$ cat src/rtl/core/ppect_pkg.sv
// ----------------------------------------------------------------------------
// ppect_pkg
// Shared types and constants of the per-process event count table.
// ----------------------------------------------------------------------------
package ppect_pkg;

    localparam int SLOT_COUNT_DEF  = 512;
    localparam int EVENT_COUNT_DEF = 512;

    localparam int PID_W   = 22;
    localparam int EVID_W  = 9;
    localparam int SLOTI_W = 9;
    localparam int CNT_W   = 32;
    localparam int STAT_W  = 3;

    typedef enum logic [STAT_W-1:0] {
        ST_EXISTING = 3'd0,
        ST_CLAIMED  = 3'd1,
        ST_DROPPED  = 3'd2,
        ST_FOUND    = 3'd3,
        ST_NONE     = 3'd4
    } t_status;

    typedef enum logic [2:0] {
        RES_HOLD,
        RES_DROP,
        RES_CLAIM,
        RES_EXIST,
        RES_FOUND,
        RES_EMPTY
    } t_res_kind;

    typedef enum logic [3:0] {
        S_IDLE,
        S_C_CHK,
        S_C_SRCH,
        S_C_CMP,
        S_C_INC,
        S_C_CLR,
        S_S_CHK,
        S_S_OWN,
        S_S_OWNCHK,
        S_S_CNT,
        S_S_CNTCHK,
        S_DONE
    } t_state;

    typedef struct packed {
        logic      load;
        logic      slot_inc;
        logic      evi_clr;
        logic      evi_inc;
        logic      own_rd;
        logic      cnt_rd;
        logic      cnt_wr_sat;
        logic      clr_wr;
        logic      claim;
        t_res_kind res;
        logic      push;
    } t_cmd;

    typedef struct packed {
        logic mode;
        logic ev_bad;
        logic start_bad;
        logic slot_end;
        logic full;
        logic own_match;
        logic own_zero;
        logic cnt_zero;
        logic evi_last;
        logic out_free;
    } t_sts;

endpackage

$ cat src/rtl/core/ppect_ctrl.sv
// ----------------------------------------------------------------------------
// ppect_ctrl
// Sequencer for slot search, row clear on claim, counter update and scan.
// ----------------------------------------------------------------------------
module ppect_ctrl
    import ppect_pkg::*;
(
    input  logic i_clk,
    input  logic i_rst_n,
    input  logic i_in_valid,
    output logic o_in_ready,
    input  t_sts i_sts,
    output t_cmd o_cmd
);

    t_state r_state;
    t_state n_state;

    always_ff @(posedge i_clk) begin
        if (!i_rst_n) begin
            r_state <= S_IDLE;
        end else begin
            r_state <= n_state;
        end
    end

    always_comb begin
        n_state    = r_state;
        o_cmd      = '0;
        o_cmd.res  = RES_HOLD;
        o_in_ready = 1'b0;
        unique case (r_state)
            S_IDLE: begin
                o_in_ready = 1'b1;
                if (i_in_valid) begin
                    o_cmd.load = 1'b1;
                    n_state    = i_sts.mode ? S_S_CHK : S_C_CHK;
                end
            end
            S_C_CHK: begin
                if (i_sts.ev_bad) begin
                    o_cmd.res = RES_DROP;
                    n_state   = S_DONE;
                end else begin
                    n_state = S_C_SRCH;
                end
            end
            S_C_SRCH: begin
                if (i_sts.slot_end) begin
                    if (i_sts.full) begin
                        o_cmd.res = RES_DROP;
                        n_state   = S_DONE;
                    end else begin
                        o_cmd.evi_clr = 1'b1;
                        n_state       = S_C_CLR;
                    end
                end else begin
                    o_cmd.own_rd = 1'b1;
                    n_state      = S_C_CMP;
                end
            end
            S_C_CMP: begin
                if (i_sts.own_match) begin
                    o_cmd.cnt_rd = 1'b1;
                    n_state      = S_C_INC;
                end else begin
                    o_cmd.slot_inc = 1'b1;
                    n_state        = S_C_SRCH;
                end
            end
            S_C_INC: begin
                o_cmd.cnt_wr_sat = 1'b1;
                o_cmd.res        = RES_EXIST;
                n_state          = S_DONE;
            end
            S_C_CLR: begin
                // sweep the new row, the counted event gets one
                o_cmd.clr_wr = 1'b1;
                if (i_sts.evi_last) begin
                    o_cmd.claim = 1'b1;
                    o_cmd.res   = RES_CLAIM;
                    n_state     = S_DONE;
                end else begin
                    o_cmd.evi_inc = 1'b1;
                end
            end
            S_S_CHK: begin
                if (i_sts.start_bad) begin
                    o_cmd.res = RES_EMPTY;
                    n_state   = S_DONE;
                end else begin
                    n_state = S_S_OWN;
                end
            end
            S_S_OWN: begin
                if (i_sts.slot_end) begin
                    o_cmd.res = RES_EMPTY;
                    n_state   = S_DONE;
                end else begin
                    o_cmd.own_rd = 1'b1;
                    n_state      = S_S_OWNCHK;
                end
            end
            S_S_OWNCHK: begin
                if (i_sts.own_zero) begin
                    o_cmd.slot_inc = 1'b1;
                    o_cmd.evi_clr  = 1'b1;
                    n_state        = S_S_OWN;
                end else begin
                    n_state = S_S_CNT;
                end
            end
            S_S_CNT: begin
                o_cmd.cnt_rd = 1'b1;
                n_state      = S_S_CNTCHK;
            end
            S_S_CNTCHK: begin
                if (!i_sts.cnt_zero) begin
                    o_cmd.res = RES_FOUND;
                    n_state   = S_DONE;
                end else if (i_sts.evi_last) begin
                    o_cmd.slot_inc = 1'b1;
                    o_cmd.evi_clr  = 1'b1;
                    n_state        = S_S_OWN;
                end else begin
                    o_cmd.evi_inc = 1'b1;
                    n_state       = S_S_CNT;
                end
            end
            S_DONE: begin
                if (i_sts.out_free) begin
                    o_cmd.push = 1'b1;
                    n_state    = S_IDLE;
                end
            end
            default: begin
                n_state = S_IDLE;
            end
        endcase
    end

endmodule

$ cat config.mk
export PLATFORM = sky130hd
export DESIGN_NAME = ppect_ctrl
export DESIGN_NICKNAME = d
export VERILOG_FILES = /design/src/rtl/core/ppect_pkg.sv /design/src/rtl/core/ppect_ctrl.sv
export SDC_FILE = /design/constraint.sdc
export NUM_CORES = 1
export LEC_CHECK = 0
export BUFFER_PORTS_ARGS = -buffer_cell sky130_fd_sc_hd__buf_2
export CORE_AREA = 2 2 44 46
export DETAILED_ROUTE_END_ITERATION = 6
export DIE_AREA = 0 0 46 48
export MAX_ROUTING_LAYER = met4
export PLACE_DENSITY = 0.69
export SLEW_MARGIN = 20
export SYNTH_ARGS = -nofsm -noshare
export SYNTH_HDL_FRONTEND = slang
export SYNTH_SLANG_ARGS = --single-unit
$ cat constraint.sdc
create_clock -name i_clk -period 1.8 [get_ports i_clk]
set_input_delay 0 -clock i_clk [delete_from_list [all_inputs] [get_ports i_clk]]
set_output_delay 0 -clock i_clk [all_outputs]
set_load 0.02 [all_outputs]
# Word-level counts from Yosys, hierarchy flattened
# Index checks and enable logic that the tools add are counted.
totals:
  word_cells: 61
  register_bits: 4
  output_inout_bits: 14
  input_bits: 13
classes:
  eq_ne: 14
  mux: 43
  reduce_logical: 3
op_table:
  columns: ["cell", "count"]
  rows:
  - ["one-hot mux 4 bit (12 select lines)", 1]
  - ["2-to-1 mux 4 bit", 11]
  - ["one-hot mux 3 bit (7 select lines)", 1]
  - ["2-to-1 mux 3 bit", 6]
  - ["equality test 4 x 3 -> 1 bit (second input constant)", 4]
  - ["equality test 4 bit (second input constant)", 4]
  - ["2-to-1 mux 1 bit", 16]
  - ["equality test 4 x 2 -> 1 bit (second input constant)", 2]
  - ["2-to-1 mux 2 bit", 4]
  - ["inequality test 2 bit (second input constant)", 3]
  - ["one-hot mux 1 bit (3 select lines)", 2]
  - ["equality test 4 x 1 -> 1 bit (second input constant)", 1]
  - ["zero test 4 bit", 1]
  - ["one-hot mux 1 bit (2 select lines)", 2]
  - ["AND reduction 3 bit", 1]
  - ["OR reduction 2 bit", 1]

# Logic depth before layout (Yosys ltp)
# Gate-level depths: netlist (run 1).
logic_depth:
  depth_word: 3
  ltp_mapped: 6

# Least setup slack after synthesis (run 1)
# Ideal clock, no wire load.
synth_path:
  path_kind: "reg2out"
  start: "register r_state[1]"
  end: "output port o_cmd[2] in the netlist's numbering"
  path_slack_ns: 0.086
  path_stages_with_launch: 5
  arrival_ns: 1.714
  path_buffers: 2
  cell_sequence: "dfxtp_1 > buf_6 > buf_2 > nor4_1 > or2_1"
synth_rtl:
  columns: ["element", "line", "source"]
  rows:
  - ["start: declaration", "ppect_ctrl.sv:16", "t_state r_state;"]
  - ["start signal: assignment", "ppect_ctrl.sv:23", "r_state <= n_state;"]
  - ["end: declaration", "ppect_ctrl.sv:13", "output t_cmd o_cmd"]

==> results.sh, run 1 <==
export IMPL_wl_um=1900
export IMPL_viasPerCell=5.669
export IMPL_syn_area_um2=648.1
export IMPL_crit_slowest_cell="dfxtp_1"
export IMPL_finalSetupViolCount=0
export IMPL_clk_latency_ps=230
export IMPL_cts_buffers=3
export IMPL_ir_drop_v=0.0005928
export IMPL_ys_warn_count=0
export IMPL_instances_no_fill=142
export IMPL_wire_per_inst_um=13.38
export IMPL_syn_to_final_growth_pct=27.22
export IMPL_rsz0062_at_grt="no"
export IMPL_synth_yosys_seq_area_share_pct=12.36
export IMPL_crit_type="reg -> out"
export IMPL_num_vias=805
export IMPL_reg2reg_slack_ps=280
export IMPL_hpwl_um=1460
export IMPL_fin_crit_ps=1621
export IMPL_critPathCapture="o_cmd[11]"
export IMPL_gp_congestion=0.8722
export IMPL_hold_ws_ps=16.92
export IMPL_ys_ff_latch=4
export IMPL_ioPinCount=27
export IMPL_ys_types=36
export IMPL_crit_fanout=6
export IMPL_rows=15
export IMPL_coreArea_um2=1689
export IMPL_clk_pin_slew_ps=40
export IMPL_reg2reg_from="r_state[0]$_SDFFE_PN0P_"
export IMPL_hold_violations=0
export IMPL_finalClockSkew_ps=2.245
export IMPL_period_share_pct=90.03
export IMPL_die_area_um2=2208
export IMPL_drc=0
export IMPL_cp_num_buf_inv=1
export IMPL_netlist_instances=98
export IMPL_reg_top3="r_state (4)"
export IMPL_cp_startpoint="r_state[0]$_SDFFE_PN0P_"
export IMPL_die_y_um=48
export IMPL_cp_cell_sequence="nand2_1 > nor3_1 > a21oi_1 > or2_0 > o21ai_0 > buf_2"
export IMPL_worstMarginPinSlew_ps=315.1
export IMPL_worst_path_stages=6
export IMPL_tritoncts="done"
export IMPL_startpoint_type="flop"
export IMPL_synth_common_cells="nor2_1 (11), nand2_1 (9), nand2b_1 (9)"
export IMPL_grt_pass1_vias=682
export IMPL_async_flop_share_pct=0
export IMPL_worstSetupEndpointType="output port"
export IMPL_die_width_um=46
export IMPL_drtIter0Drc=13
export IMPL_cts_buffer_depth=2
export IMPL_cts_sinks=4
export IMPL_antenna_found_initial=0
export IMPL_reg2reg_depth=4
export IMPL_nets=140
export IMPL_htree_levels=1
export IMPL_power_total_uw=1266
export IMPL_dpl_cell_count=139
export IMPL_worst_r2r_endpoint="r_state[2]$_SDFFE_PN0P_"
export IMPL_diodes=0
export IMPL_cts_hold_buf=0
export IMPL_clock_root_buffer="clkbuf_4"
export IMPL_synth_most_common_cell="nor2_1"
export IMPL_hold_class="in -> reg"
export IMPL_layout_drive_gt1_share_pct=34.40
export IMPL_yosysTopAreaCell="dfxtp_1"
export IMPL_syn_num_nets=111
export IMPL_slowest_delay_ps=480
export IMPL_max_freq_mhz=617.1
export IMPL_p_leak_uw=0.0003833
export IMPL_relSlewSlack_pct=78.99
export IMPL_cp_top_family="simple AND/OR/NAND/NOR gates"
export IMPL_synth_edf_count=0
export IMPL_synth_main_ff_cell="dfxtp_1"
export IMPL_grt_start_max_net_pins=17
export IMPL_final_util_pct=48.81
export IMPL_dr_pass1_iters=4
export IMPL_grt_usage_pct=18.39
export IMPL_cap_viol_max_count=0
export IMPL_slew_viol_final=0
export IMPL_regMostFlops="r_state"
export IMPL_initial_core_util_pct=38.37
export IMPL_arrival_ps=1620
export IMPL_tns_ps=0
export IMPL_syn_mean_instance_area_um2=6.613
export IMPL_port_buffers=26
export IMPL_p_per_area_nw_per_um2=1535
export IMPL_status="finished, final reports clean"
export IMPL_overflow=0
export IMPL_synth_top_area_share_pct=12.36
export IMPL_largest_reg_flops=4
export IMPL_yosys_top_cells_area="dfxtp_1 (12%), nand2b_1 (8.7%), nor2_1 (6.4%)"
export IMPL_detail_route_antenna_nets=0
export IMPL_grt_pass1_wl_um=2918
export IMPL_cp_required_ps=1800
report_power, final:
part / total, µW / switching [µW] / internal (µW)
Sequential: 264 / 133 / 132
Clock: 112 / 37.7 / 74.7
Combinational: 889 / 502 / 388
Total: 1270 / 672 / 594
stage by stage:
step	instance area, µm²	setup slack, ps
finish	824.5	179.4
global placement	798.3	213.9
CTS	822.0	71.38
global route	824.5	111.3
floorplan	648.1	85.97
detailed placement	798.3	188.9
layer usage:
layer  routed length (µm)  vias to the layer above  track usage, %  part of all wire, %
li1                     -                      409               -                    -
met1                  973                      364           26.83                   51
met2                  820                       30           25.56                   43
met3                   95                        2           3.774                  5.0
met4                   10                        0           4.000                 0.53
met5                    0                        -               -                    0
layout make-up:
cell class | count | area [µm²]
clock buffers | 3 | 22.52
fillers | 183 | 864.6
inverters | 4 | 15.01
multi-input cells | 82 | 506.7
flip-flops and latches | 4 | 83.83
well taps | 17 | 21.27
repair buffers | 32 | 175.2
cells in the final DEF (no fill, tap or decap), types with 2 or more instances in the layout:
master    count
a21oi_1       5
and2_1        2
buf_4         6
dfxtp_2       3
nor3_2        2
clkbuf_4      3
nor2_1       11
o21ai_1       3
nand3_1       2
nor4_1        3
nor4b_1       2
nor2b_1       3
nand2_1       9
nand2b_1      9
buf_2        26
nor3_1        6
a31oi_1       4
o21ai_0       2
inv_1         4
a211oi_1      2
what timing repair did:
item,CTS,global route
setup buffers,0,0
setup endpoints to repair,1,6
resized for setup,1,2
endpoints found under the hold margin,0,0
how the worst min path moves through the flow:
stage / to / slack [ps] / from / cells past startpoint
floorplan: o_cmd[9] / 80 / i_sts[1] / 1
global placement: r_state[2]$_SDFFE_PN0P_ / 260 / i_rst_n / 2
detailed placement: r_state[2]$_SDFFE_PN0P_ / 260 / i_rst_n / 2
CTS: r_state[2]$_SDFFE_PN0P_ / 20 / i_rst_n / 2
global route: r_state[2]$_SDFFE_PN0P_ / 10 / i_rst_n / 2
finish: r_state[2]$_SDFFE_PN0P_ / 20 / i_rst_n / 2
worst register-to-register path, stage by stage, from the launching register on:
cell,delay [ps]
dfxtp_1,480
inv_1,200
or3_1,400
a31oi_1,220
o311a_1,160
cell families (layout without fill, tap and decap cells):
family,Yosys count,count (layout),synth area share [%]
buffers and inverters,12,39,9.458
and+or+nand+nor,55,55,49.04
AOI/OAI and AO/OA,24,24,24.52
xor gates and xnor gates,1,1,1.352
DFF,4,4,12.36
muxes,2,2,3.282
(Power assumes the default switching activity.)
==> inputs of run 2 (changes only) <==
- PLACE_DENSITY: 0.69 -> 0.65
==> run 2 against run 1 <==
Worst hold slack improved by 2.7 ps. Register-to-register slack improved by 60 ps. Fmax increased by 1.9%. Sequential share of layout area decreased by 0.092 points. Final cell count increased by 0.70%. Utilization increased by 0.44 points. Sequential power decreased by 3%. Critical path depth decreased by 1. Die area unchanged. Sequential cell count unchanged. Via count increased by 3.7%. Critical path type unchanged. Largest cell class unchanged.
==> results.sh, run 2 (synthesized netlist as in run 1, its figures left out) <==
export IMPL_coreArea_um2=1689
export IMPL_num_vias=835
export IMPL_p_leak_uw=0.0003885
export IMPL_cap_viol_max_count=0
export IMPL_cts_buffers=3
export IMPL_largest_reg_flops=4
export IMPL_ioPinCount=27
export IMPL_final_common_cell="buf_2"
export IMPL_cp_num_buf_inv=1
export IMPL_gp_congestion=0.8626
export IMPL_grt_usage_pct=18.94
export IMPL_die_width_um=46
export IMPL_die_y_um=48
export IMPL_die_area_um2=2208
export IMPL_diodes=0
export IMPL_nets=141
export IMPL_crit_type="reg -> out"
export IMPL_port_buffers=26
export IMPL_cts_hold_buf=0
export IMPL_cts_sinks=4
export IMPL_final_cell_mix="buf_2 (26), nor2_1 (11), nand2b_1 (9), nand2_1 (9), buf_4 (7)"
export IMPL_htree_levels=1
export IMPL_worstHoldStart="i_rst_n"
export IMPL_grt_start_max_net_pins=17
export IMPL_regMostFlops="r_state"
export IMPL_dpl_cell_count=140
export IMPL_rows=15
export IMPL_cp_required_ps=1800
export IMPL_hold_path_endpoint="r_state[2]$_SDFFE_PN0P_"
export IMPL_status="finished, final reports clean"
export IMPL_finalSetupViolCount=0
export IMPL_grt_pass1_wl_um=2980
export IMPL_antenna_found_initial=0
export IMPL_viasPerCell=5.839
export IMPL_worstSetupEndpointType="output port"
export IMPL_cts_setup_buffers=0
export IMPL_arrival_ps=1590
export IMPL_whs_path_depth=2
export IMPL_tns_ps=0
export IMPL_max_freq_mhz=629.0
export IMPL_layout_drive_gt1_share_pct=34.92
export IMPL_worst_r2r_endpoint="r_state[2]$_SDFFE_PN0P_"
export IMPL_startpoint_type="flop"
export IMPL_slowest_delay_ps=500
export IMPL_tritoncts="done"
export IMPL_reg2reg_slack_ps=340
export IMPL_finalClockSkew_ps=1.068
export IMPL_initial_core_util_pct=38.37
export IMPL_detail_route_antenna_nets=0
export IMPL_dr_pass1_iters=4
export IMPL_wl_um=1824
export IMPL_wire_per_inst_um=12.76
export IMPL_cts_buffer_depth=2
export IMPL_crit_slowest_cell="dfxtp_2"
export IMPL_cpMostUsedCell="nand2b_1"
export IMPL_ir_drop_v=0.0006677
export IMPL_overflow=0
export IMPL_slew_viol_final=0
export IMPL_drtIter0Drc=30
export IMPL_hold_class="in -> reg"
export IMPL_cp_cell_sequence="nand2b_1 > nand2b_1 > o22ai_1 > and2_1 > buf_2"
export IMPL_cp_top_family="simple AND/OR/NAND/NOR gates"
export IMPL_period_share_pct=88.32
export IMPL_reg2reg_from="r_state[1]$_SDFFE_PN0P_"
export IMPL_clk_pin_slew_ps=40
export IMPL_crit_fanout=14
export IMPL_relSlewSlack_pct=78.21
export IMPL_reg_top3="r_state (4)"
export IMPL_syn_to_final_growth_pct=28.38
export IMPL_hpwl_um=1420
export IMPL_grt_pass1_vias=706
export IMPL_clk_latency_ps=240
export IMPL_drc=0
export IMPL_fin_crit_ps=1590
export IMPL_instances_no_fill=143
export IMPL_reg2reg_depth=6
export IMPL_clock_root_buffer="clkbuf_4"
export IMPL_rsz0062_at_grt="no"
export IMPL_p_per_area_nw_per_um2=1525
export IMPL_worstMarginPinSlew_ps=323.9
export IMPL_hold_violations=0
[run 2: what timing repair did]
action                                 CTS  global route
endpoints found under the hold margin    0             0
setup endpoints to repair                0             5
resized for setup                        0             3
[run 2: layer usage]
layer	global-route usage, %	share of wire, %	routed length, µm
met1	24.39	45	816
met2	30.28	45	820
met3	4.528	10	187
met4	3.429	0	0
met5	-	0	0
[run 2: metrics by stage]
stage	utilization, %	setup slack [ps]	instance area, µm²	power [µW]	hold slack (ps)
after global placement	47.70	244.1	805.8	1132	263.8
after floorplan	-	85.97	648.1	900.9	79.79
final	49.26	210.3	832.0	1269	19.62
after global routing	49.26	113.2	832.0	1382	26.34
after CTS	49.04	43.65	828.3	1255	20.63
after detailed placement	47.70	224.8	805.8	1139	268.1
[run 2: where the power goes]
group / internal, µW / switching, µW
clock network: 74.8 / 39.9
logic: 397 / 501
registers: 132 / 125
[run 2: how the worst max path moves through the flow]
| stage | depth (start not counted) | endpoint | slack [ps] | startpoint |
|---|---|---|---|---|
| finish | 5 | o_cmd[3] | 210 | r_state[3]$_SDFFE_PN0P_ |
| global route | 5 | o_cmd[3] | 110 | r_state[3]$_SDFFE_PN0P_ |
| CTS | 5 | o_cmd[3] | 40 | r_state[3]$_SDFFE_PN0P_ |
| detailed placement | 5 | r_state[1]$_SDFFE_PN0P_ | 220 | r_state[3]$_SDFFE_PN0P_ |
| global placement | 6 | r_state[0]$_SDFFE_PN0P_ | 240 | r_state[1]$_SDFFE_PN0P_ |
| floorplan | 4 | o_cmd[2] | 90 | r_state[1]$_SDFFE_PN0P_ |
[run 2: area by class of cell]
class	count	area [µm²]
tap	17	21.27
timing repair buffer	33	182.7
multi-input combinational	82	506.7
fill	189	857.1
clock buffer	3	22.52
inverter	4	15.01
sequential	4	83.83
